--- config.mk ---
export PLATFORM = sky130hd
export DESIGN_NAME = im2col_source_coordinate_flat
export DESIGN_NICKNAME = d
export VERILOG_FILES = /design/src/isc_pkg.sv /design/src/isc_if.sv /design/src/isc_div_pipe.sv /design/src/im2col_source_coordinate.sv /design/src/flat_wrapper.sv
export SDC_FILE = /design/constraint.sdc
export NUM_CORES = 2
export LEC_CHECK = 0
export BUFFER_PORTS_ARGS = -buffer_cell sky130_fd_sc_hd__buf_2
export CAP_MARGIN = 25
export CORE_MARGIN = 10
export CORE_UTILIZATION = 27
export DETAILED_ROUTE_END_ITERATION = 8
export GPL_TIMING_DRIVEN = 1
export SETUP_SLACK_MARGIN = 0.2
export SYNTH_ARGS = -nofsm -noshare
export SYNTH_HDL_FRONTEND = slang
export SYNTH_HIERARCHICAL = 1
export SYNTH_SLANG_ARGS = --single-unit
export TNS_END_PERCENT = 30
--- constraint.sdc ---
create_clock -name clk -period 69.4 [get_ports clk]
set_input_delay 0 -clock clk [delete_from_list [all_inputs] [get_ports clk]]
set_output_delay 0 -clock clk [all_outputs]
set_load 0.01 [all_outputs]
--- src/isc_pkg.sv ---
package isc_pkg;

	localparam int unsigned PATCH_W   = 18;
	localparam int unsigned PIXEL_W   = 24;
	localparam int unsigned BATCH_W   = 6;
	localparam int unsigned SRC_X_W   = 14;
	localparam int unsigned SRC_Y_W   = 26;
	localparam int unsigned SRC_CH_W  = 19;
	localparam int unsigned CFG_IDX_W = 3;
	localparam int unsigned CFG_DAT_W = 13;

	typedef enum logic [CFG_IDX_W-1:0] {
		REG_IMAGE_WIDTH   = 3'd0,
		REG_IMAGE_HEIGHT  = 3'd1,
		REG_CHANNEL_COUNT = 3'd2,
		REG_KERNEL_WIDTH  = 3'd3,
		REG_KERNEL_HEIGHT = 3'd4,
		REG_BEGIN_X       = 3'd5,
		REG_BEGIN_Y       = 3'd6,
		REG_BEGIN_CHANNEL = 3'd7
	} cfg_reg_t;

	typedef struct packed {
		logic [SRC_X_W-1:0]  source_x;
		logic [SRC_Y_W-1:0]  source_y;
		logic [SRC_CH_W-1:0] source_channel;
		logic [BATCH_W-1:0]  source_batch;
		logic                inside_res;
	} res_t;

endpackage

--- src/isc_if.sv ---
interface isc_in_if;
	import isc_pkg::*;
	logic               valid;
	logic               ready;
	logic [PATCH_W-1:0] patch_index;
	logic [PIXEL_W-1:0] pixel_index;
	logic [BATCH_W-1:0] batch_index;
	modport source (output valid, patch_index, pixel_index, batch_index, input ready);
	modport sink (input valid, patch_index, pixel_index, batch_index, output ready);
endinterface

interface isc_out_if;
	import isc_pkg::*;
	logic                valid;
	logic                ready;
	logic [SRC_X_W-1:0]  source_x;
	logic [SRC_Y_W-1:0]  source_y;
	logic [SRC_CH_W-1:0] source_channel;
	logic [BATCH_W-1:0]  source_batch;
	logic                inside_res;
	modport source (output valid, source_x, source_y, source_channel, source_batch,
		inside_res, input ready);
	modport sink (input valid, source_x, source_y, source_channel, source_batch,
		inside_res, output ready);
endinterface

interface isc_cfg_if;
	import isc_pkg::*;
	logic                 valid;
	logic                 ready;
	logic [CFG_IDX_W-1:0] index;
	logic [CFG_DAT_W-1:0] data;
	modport source (output valid, index, data, input ready);
	modport sink (input valid, index, data, output ready);
endinterface

--- src/isc_div_pipe.sv ---
module isc_div_pipe #(
	parameter int unsigned NUM_W = 24,
	parameter int unsigned DEN_W = 13
) (
	input  logic             clk,
	input  logic             en,
	input  logic [NUM_W-1:0] num,
	input  logic [DEN_W-1:0] den,
	output logic [NUM_W-1:0] quo,
	output logic [DEN_W-1:0] rem
);

	// Restoring division, one quotient bit per stage, most significant first.
	// The shift register nq_s holds the unused dividend bits and the quotient bits found so far.
	logic [DEN_W-1:0] rem_s [NUM_W];
	logic [NUM_W-1:0] nq_s  [NUM_W];

	for (genvar k = 0; k < NUM_W; k++) begin : g_stage
		logic [DEN_W-1:0] rem_in;
		logic [NUM_W-1:0] nq_in;
		logic [DEN_W:0]   trial;
		logic             ge;

		if (k == 0) begin : g_first
			assign rem_in = '0;
			assign nq_in  = num;
		end else begin : g_next
			assign rem_in = rem_s[k-1];
			assign nq_in  = nq_s[k-1];
		end

		assign trial = {rem_in, nq_in[NUM_W-1]};
		assign ge    = trial >= {1'b0, den};

		always_ff @(posedge clk) begin
			if (en) begin
				rem_s[k] <= ge ? DEN_W'(trial - {1'b0, den}) : DEN_W'(trial);
				nq_s[k]  <= {nq_in[NUM_W-2:0], ge};
			end
		end
	end

	assign quo = nq_s[NUM_W-1];
	assign rem = rem_s[NUM_W-1];

endmodule

--- src/im2col_source_coordinate.sv ---
// im2col source coordinate generator.
// Each item on in_ch names one element of the im2col matrix by patch index,
// pixel index and batch index. The matching result on out_ch gives the input
// tensor coordinate (x, y, channel, batch) and inside_res, which is low when
// the coordinate falls outside the tensor and the element reads as zero.
// The cfg channel writes the eight geometry registers by index; it is always
// ready and must only be used while no item is in flight.
// From the input transfer to the result on out_ch an item passes 24 divider
// stages (one quotient bit per stage over the 24-bit pixel index), two
// arithmetic stages and the output register. One item is accepted every
// cycle. When out_ch stalls, the pipeline keeps running until a skid register
// behind the output fills, then the whole pipeline holds and in_ch.ready stays
// low until out_ch takes the waiting result; nothing is lost or repeated.
// Reset clears all valid bits and loads the registers with a one by one image
// and kernel, one channel and zero begin offsets.
module im2col_source_coordinate #(
	parameter int unsigned BATCH_COUNT = 64
) (
	input  logic           clk,
	input  logic           arst_n,
	isc_in_if.sink         in_ch,
	isc_out_if.source      out_ch,
	isc_cfg_if.sink        cfg
);
	import isc_pkg::*;

	localparam int unsigned DIV_LAT = PIXEL_W;

	logic [12:0]       image_width_q;
	logic [12:0]       image_height_q;
	logic [10:0]       channel_count_q;
	logic [4:0]        kernel_width_q;
	logic [4:0]        kernel_height_q;
	logic signed [4:0] begin_x_q;
	logic signed [4:0] begin_y_q;
	logic [9:0]        begin_channel_q;

	assign cfg.ready = 1'b1;

	always_ff @(posedge clk or negedge arst_n) begin
		if (!arst_n) begin
			image_width_q   <= 13'd1;
			image_height_q  <= 13'd1;
			channel_count_q <= 11'd1;
			kernel_width_q  <= 5'd1;
			kernel_height_q <= 5'd1;
			begin_x_q       <= '0;
			begin_y_q       <= '0;
			begin_channel_q <= '0;
		end else if (cfg.valid) begin
			case (cfg.index)
				REG_IMAGE_WIDTH:   image_width_q   <= cfg.data;
				REG_IMAGE_HEIGHT:  image_height_q  <= cfg.data;
				REG_CHANNEL_COUNT: channel_count_q <= cfg.data[10:0];
				REG_KERNEL_WIDTH:  kernel_width_q  <= cfg.data[4:0];
				REG_KERNEL_HEIGHT: kernel_height_q <= cfg.data[4:0];
				REG_BEGIN_X:       begin_x_q       <= cfg.data[4:0];
				REG_BEGIN_Y:       begin_y_q       <= cfg.data[4:0];
				REG_BEGIN_CHANNEL: begin_channel_q <= cfg.data[9:0];
				default: ;
			endcase
		end
	end

	// A zero divisor is treated as one.
	logic [12:0] width_eff;
	logic [4:0]  kw_eff;
	logic [4:0]  kh_eff;
	logic [9:0]  area_eff;

	assign width_eff = (image_width_q == '0) ? 13'd1 : image_width_q;
	assign kw_eff    = (kernel_width_q == '0) ? 5'd1 : kernel_width_q;
	assign kh_eff    = (kernel_height_q == '0) ? 5'd1 : kernel_height_q;
	assign area_eff  = 10'(kw_eff) * 10'(kh_eff);

	logic en;
	logic skid_valid_q;

	assign en          = !skid_valid_q;
	assign in_ch.ready = en;

	logic in_xfer;
	assign in_xfer = in_ch.valid && in_ch.ready;

	logic               div_valid_s [DIV_LAT];
	logic [BATCH_W-1:0] div_batch_s [DIV_LAT];

	for (genvar k = 0; k < DIV_LAT; k++) begin : g_delay
		always_ff @(posedge clk or negedge arst_n) begin
			if (!arst_n) begin
				div_valid_s[k] <= 1'b0;
			end else if (en) begin
				div_valid_s[k] <= (k == 0) ? in_xfer : div_valid_s[(k == 0) ? 0 : k-1];
			end
		end
		always_ff @(posedge clk) begin
			if (en) begin
				div_batch_s[k] <= (k == 0) ? in_ch.batch_index : div_batch_s[(k == 0) ? 0 : k-1];
			end
		end
	end

	logic [PIXEL_W-1:0] quo_w;
	logic [12:0]        rem_w;
	logic [PIXEL_W-1:0] quo_kw;
	logic [4:0]         rem_kw;
	logic [PIXEL_W-1:0] quo_a;
	logic [9:0]         rem_a;

	isc_div_pipe #(.NUM_W(PIXEL_W), .DEN_W(13)) u_div_pixel (
		.clk (clk),
		.en  (en),
		.num (in_ch.pixel_index),
		.den (width_eff),
		.quo (quo_w),
		.rem (rem_w)
	);

	isc_div_pipe #(.NUM_W(PIXEL_W), .DEN_W(5)) u_div_kw (
		.clk (clk),
		.en  (en),
		.num (PIXEL_W'(in_ch.patch_index)),
		.den (kw_eff),
		.quo (quo_kw),
		.rem (rem_kw)
	);

	isc_div_pipe #(.NUM_W(PIXEL_W), .DEN_W(10)) u_div_area (
		.clk (clk),
		.en  (en),
		.num (PIXEL_W'(in_ch.patch_index)),
		.den (area_eff),
		.quo (quo_a),
		.rem (rem_a)
	);

	// The row inside the patch is (patch / kw) - (patch / area) * kh.
	logic                valid_s1;
	logic signed [14:0]  sx_s1;
	logic [PIXEL_W-1:0]  y_s1;
	logic [PATCH_W-1:0]  qkw_s1;
	logic [22:0]         prod_s1;
	logic [SRC_CH_W-1:0] kc_s1;
	logic [BATCH_W-1:0]  batch_s1;

	always_ff @(posedge clk or negedge arst_n) begin
		if (!arst_n) begin
			valid_s1 <= 1'b0;
		end else if (en) begin
			valid_s1 <= div_valid_s[DIV_LAT-1];
		end
	end

	always_ff @(posedge clk) begin
		if (en) begin
			sx_s1    <= signed'(15'(rem_w)) + signed'(15'(rem_kw)) + 15'(begin_x_q);
			y_s1     <= quo_w;
			qkw_s1   <= quo_kw[PATCH_W-1:0];
			prod_s1  <= quo_a[PATCH_W-1:0] * kh_eff;
			kc_s1    <= SRC_CH_W'(quo_a[PATCH_W-1:0]) + SRC_CH_W'(begin_channel_q);
			batch_s1 <= div_batch_s[DIV_LAT-1];
		end
	end

	logic [4:0]         ky;
	logic signed [26:0] sy;
	logic               sx_in;
	logic               sy_in;
	logic               kc_in;
	logic               nb_in;

	assign ky    = 5'(qkw_s1 - prod_s1[PATCH_W-1:0]);
	assign sy    = signed'(27'(y_s1)) + signed'(27'(ky)) + 27'(begin_y_q);
	assign sx_in = !sx_s1[14] && (sx_s1[13:0] < 14'(image_width_q));
	assign sy_in = !sy[26] && (sy[25:0] < 26'(image_height_q));
	assign kc_in = kc_s1 < SRC_CH_W'(channel_count_q);
	assign nb_in = 32'(batch_s1) < BATCH_COUNT;

	logic valid_s2;
	res_t res_s2;

	always_ff @(posedge clk or negedge arst_n) begin
		if (!arst_n) begin
			valid_s2 <= 1'b0;
		end else if (en) begin
			valid_s2 <= valid_s1;
		end
	end

	always_ff @(posedge clk) begin
		if (en) begin
			res_s2.source_x       <= sx_s1[13:0];
			res_s2.source_y       <= sy[25:0];
			res_s2.source_channel <= kc_s1;
			res_s2.source_batch   <= batch_s1;
			res_s2.inside_res     <= sx_in && sy_in && kc_in && nb_in;
		end
	end

	// Output register with a skid register behind it.
	logic push;
	logic out_valid_q;
	res_t out_q;
	res_t skid_q;

	assign push = en && valid_s2;

	always_ff @(posedge clk or negedge arst_n) begin
		if (!arst_n) begin
			out_valid_q  <= 1'b0;
			skid_valid_q <= 1'b0;
		end else if (out_ch.ready || !out_valid_q) begin
			if (skid_valid_q) begin
				out_valid_q  <= 1'b1;
				skid_valid_q <= 1'b0;
			end else begin
				out_valid_q <= push;
			end
		end else if (push) begin
			skid_valid_q <= 1'b1;
		end
	end

	always_ff @(posedge clk) begin
		if (out_ch.ready || !out_valid_q) begin
			out_q <= skid_valid_q ? skid_q : res_s2;
		end else if (push) begin
			skid_q <= res_s2;
		end
	end

	assign out_ch.valid          = out_valid_q;
	assign out_ch.source_x       = out_q.source_x;
	assign out_ch.source_y       = out_q.source_y;
	assign out_ch.source_channel = out_q.source_channel;
	assign out_ch.source_batch   = out_q.source_batch;
	assign out_ch.inside_res     = out_q.inside_res;

	a_skid_behind_out: assert property (@(posedge clk) disable iff (!arst_n)
		skid_valid_q |-> out_valid_q)
		else $error("skid register holds a result while the output register is empty");

	a_skid_fill: assert property (@(posedge clk) disable iff (!arst_n)
		$rose(skid_valid_q) |-> $past(out_valid_q && !out_ch.ready))
		else $error("skid register filled without a stalled output");

	a_inside_coords: assert property (@(posedge clk) disable iff (!arst_n)
		(out_valid_q && out_q.inside_res) |->
			(!out_q.source_x[SRC_X_W-1] && !out_q.source_y[SRC_Y_W-1]))
		else $error("inside flag set on a negative coordinate");

	a_stage_to_out: assert property (@(posedge clk) disable iff (!arst_n)
		push |=> out_valid_q)
		else $error("result leaving the pipeline was dropped");

endmodule
--- src/flat_wrapper.sv ---
// flat-port wrapper written by rule: the top's interface ports become plain ports
module im2col_source_coordinate_flat import isc_pkg::*;
#(
	parameter int unsigned BATCH_COUNT = 64
)
  (clk, arst_n, in_ch_valid, in_ch_patch_index, in_ch_pixel_index, in_ch_batch_index, in_ch_ready, out_ch_valid, out_ch_source_x, out_ch_source_y, out_ch_source_channel, out_ch_source_batch, out_ch_inside_res, out_ch_ready, cfg_valid, cfg_index, cfg_data, cfg_ready);
  isc_in_if in_ch_i ();
  isc_out_if out_ch_i ();
  isc_cfg_if cfg_i ();
  input  logic clk;
  input  logic arst_n;
  input wire logic [$bits(in_ch_i.valid)-1:0] in_ch_valid;
  input wire logic [$bits(in_ch_i.patch_index)-1:0] in_ch_patch_index;
  input wire logic [$bits(in_ch_i.pixel_index)-1:0] in_ch_pixel_index;
  input wire logic [$bits(in_ch_i.batch_index)-1:0] in_ch_batch_index;
  output wire logic [$bits(in_ch_i.ready)-1:0] in_ch_ready;
  output wire logic [$bits(out_ch_i.valid)-1:0] out_ch_valid;
  output wire logic [$bits(out_ch_i.source_x)-1:0] out_ch_source_x;
  output wire logic [$bits(out_ch_i.source_y)-1:0] out_ch_source_y;
  output wire logic [$bits(out_ch_i.source_channel)-1:0] out_ch_source_channel;
  output wire logic [$bits(out_ch_i.source_batch)-1:0] out_ch_source_batch;
  output wire logic [$bits(out_ch_i.inside_res)-1:0] out_ch_inside_res;
  input wire logic [$bits(out_ch_i.ready)-1:0] out_ch_ready;
  input wire logic [$bits(cfg_i.valid)-1:0] cfg_valid;
  input wire logic [$bits(cfg_i.index)-1:0] cfg_index;
  input wire logic [$bits(cfg_i.data)-1:0] cfg_data;
  output wire logic [$bits(cfg_i.ready)-1:0] cfg_ready;
  assign in_ch_i.valid = in_ch_valid;
  assign in_ch_i.patch_index = in_ch_patch_index;
  assign in_ch_i.pixel_index = in_ch_pixel_index;
  assign in_ch_i.batch_index = in_ch_batch_index;
  assign in_ch_ready = in_ch_i.ready;
  assign out_ch_valid = out_ch_i.valid;
  assign out_ch_source_x = out_ch_i.source_x;
  assign out_ch_source_y = out_ch_i.source_y;
  assign out_ch_source_channel = out_ch_i.source_channel;
  assign out_ch_source_batch = out_ch_i.source_batch;
  assign out_ch_inside_res = out_ch_i.inside_res;
  assign out_ch_i.ready = out_ch_ready;
  assign cfg_i.valid = cfg_valid;
  assign cfg_i.index = cfg_index;
  assign cfg_i.data = cfg_data;
  assign cfg_ready = cfg_i.ready;
  im2col_source_coordinate #(.BATCH_COUNT(BATCH_COUNT)) u_core (.clk(clk), .arst_n(arst_n), .in_ch(in_ch_i), .out_ch(out_ch_i), .cfg(cfg_i));
endmodule
==> reports/qor.txt <==
outcome -> completed
Setup Viol. Count Final -> 0
Total GRT Usage -> 9.492%
fmax -> 138.7 MHz
number of global-route vias before repair -> 63,470
Final Hold Viols -> 0
nets -> 9,468
initial antenna violation count -> 29
max cap viols -> 0
Required @ worst endpoint -> 70.04 ns
vias post-DR -> 64,510
die height -> 680.8 um
width of the die -> 680.8 um
Die ar. -> 463,500 um2
global route overflow -> 0
total core area -> 434,800 um2
Setup Fix Bufs, Post-CTS -> 0
clock sinks -> 2,487
most common cell after layout, fill and taps aside -> edfxtp_1
DP HPWL -> 147,000 um
share of layout cells above drive strength 1 -> 16.71%
TritonCTS Buffers -> 287
Worst Max-Slew Pin Slew -> 1.124 ns
RSZ-0062 raised after global routing -> no
H-tree Lvls -> 5
Syn-to-layout area delta -> 16.01%
Clock Path Buffers -> 4
Cells after Synth -> 7,970
initial drt markers -> 4,307
# rows -> 242
CP Max Fanout -> 25
crit path kind -> reg2reg
commonest non-fill, non-tap cells in the layout -> 2,392 x edfxtp_1, 777 x ha_1, 431 x mux2_2
Rel. slew slack -> 25.04%
final-report max-slew violation count -> 0
CTS tree -> yes
period utilization -> 10.39%
first-pass GRT wire length -> 357,500 um
1st-pass router iterations -> 8
setup TNS -> 0 ns
Synth Area per Inst -> 14.79 um2
IO Pins -> 138
hold_ws -> 0.09883 ns
clock latency on the worst-skew pair -> 0.91 ns
post-CTS sizing -> 0
DRT Wirelength -> 227,900 um
largest net degree at the start of global routing -> 184
clk_skew -> 0.06589 ns
root buf cell -> clkbuf_16
Ys Warns -> 6
CP endpoint kind -> flop
Clk pin slew, worst setup/hold paths -> 0.06 ns
Post-CTS Hold Buffers -> 142
ANT nets after route -> 0
Syn Std Cell Area -> 117,900 um2
RD Place Congestion -> 0.8164
drc violations -> 0
post-route minimum period -> 7.210 ns
Startpoint Class -> flop
Arr. time, crit path -> 7.85 ns
initial core utilization -> 27.12%
IO Port Bufs -> 136
Hold WC Path Type -> in2reg
DR WL/cell -> 15.71 um
vias per cell -> 4.449
==> per-layer routing <==
layer  track usage (%)  wire [um]  up-vias
li1                  -          -    31680
met1             13.32     109000    31120
met2             14.52      98750     1246
met3             2.076      12810      443
met4             3.141       7192       14
met5                 0         82        -
==> sequential cells by signal, summed over array words and instances, names as in the netlist, 6 cells and up <==
name,count
u_core/u_div_area/nq_s,447
u_core/out_ch.source_batch,6
u_core/y_s1,24
u_core/out_ch.source_channel,19
u_core/sx_s1,15
u_core/u_div_pixel/nq_s,576
u_core/u_div_kw/rem_s,120
u_core/begin_channel_q,10
u_core/u_div_area/rem_s,230
u_core/image_height_q,13
u_core/channel_count_q,11
u_core/res_s2,66
u_core/out_ch.source_x,14
u_core/kc_s1,19
u_core/div_batch_s,144
u_core/batch_s1,6
u_core/div_valid_s,24
u_core/skid_q,66
u_core/image_width_q,13
u_core/out_ch.source_y,26
u_core/u_div_pixel/rem_s,312
u_core/u_div_kw/nq_s,291
==> critical path, cell delays in order, from the launching register on <==
cell	delay [ns]
dfrtp_1	0.51
nor4_1	0.32
nor2_1	0.15
clkinv_1	0.07
buf_4	0.42
nand2_1	0.15
fa_1	0.52
fa_1	0.52
fa_1	0.54
inv_1	0.04
ha_1	0.32
a21oi_1	0.23
o21bai_1	0.09
a21oi_1	0.23
o21bai_1	0.09
a21oi_1	0.18
xor2_1	0.10
inv_1	0.68
buf_4	0.36
ha_1	0.29
nor2b_1	0.15
or4_4	0.61
mux2_4	0.34
==> per-stage QoR <==
stage	instances	setup WS, ns	utilization, %	area [um2]
global placement	13830	61.83	28.95	125900
finish	14500	62.19	31.46	136800
detailed placement	13840	62.18	28.96	125900
global route	14490	61.77	31.45	136800
floorplan	7983	22.57	-	118000
CTS	14480	62.15	31.42	136600
==> worst paths after layout <==
path / end / startpoint / slack, ns / depth (start not counted)
setup / recovery: u_core/u_div_area/rem_s[1][34]$_DFFE_PP_ / u_core/kernel_width_q[2]$_DFFE_PN0P_ / 62.19 / 22
hold / removal: u_core/image_height_q[4]$_DFFE_PN0P_ / cfg_data[4] / 0.1 / 4
setup reg to reg: u_core/u_div_area/rem_s[1][34]$_DFFE_PP_ / u_core/kernel_width_q[2]$_DFFE_PN0P_ / 62.19 / 22
hold reg to reg: u_core/u_div_kw/nq_s[2][94]$_DFFE_PP_ / u_core/u_div_kw/nq_s[2][69]$_DFFE_PP_ / 0.39 / 0
max in group asynchronous: u_core/image_width_q[0]$_DFFE_PN1P_ / arst_n / 68.25 / 5
min in group asynchronous: u_core/image_height_q[3]$_DFFE_PN0P_ / arst_n / 0.13 / 4
==> final cells by class <==
class	count	area [um2]
Clock inverter	156	1622
Antenna cell	13	32.53
Timing Repair Buffer	362	2893
Clock buffer	349	7655
Tap cell	5734	7174
Sequential cell	2487	74220
Inverter	403	1520
Multi-Input combinational cell	4996	41670
Fill cell	42650	298000
Power is left out: the tool's default activity adds up to more than one toggle a clock period on the data nets, which glitch-free logic cannot reach.
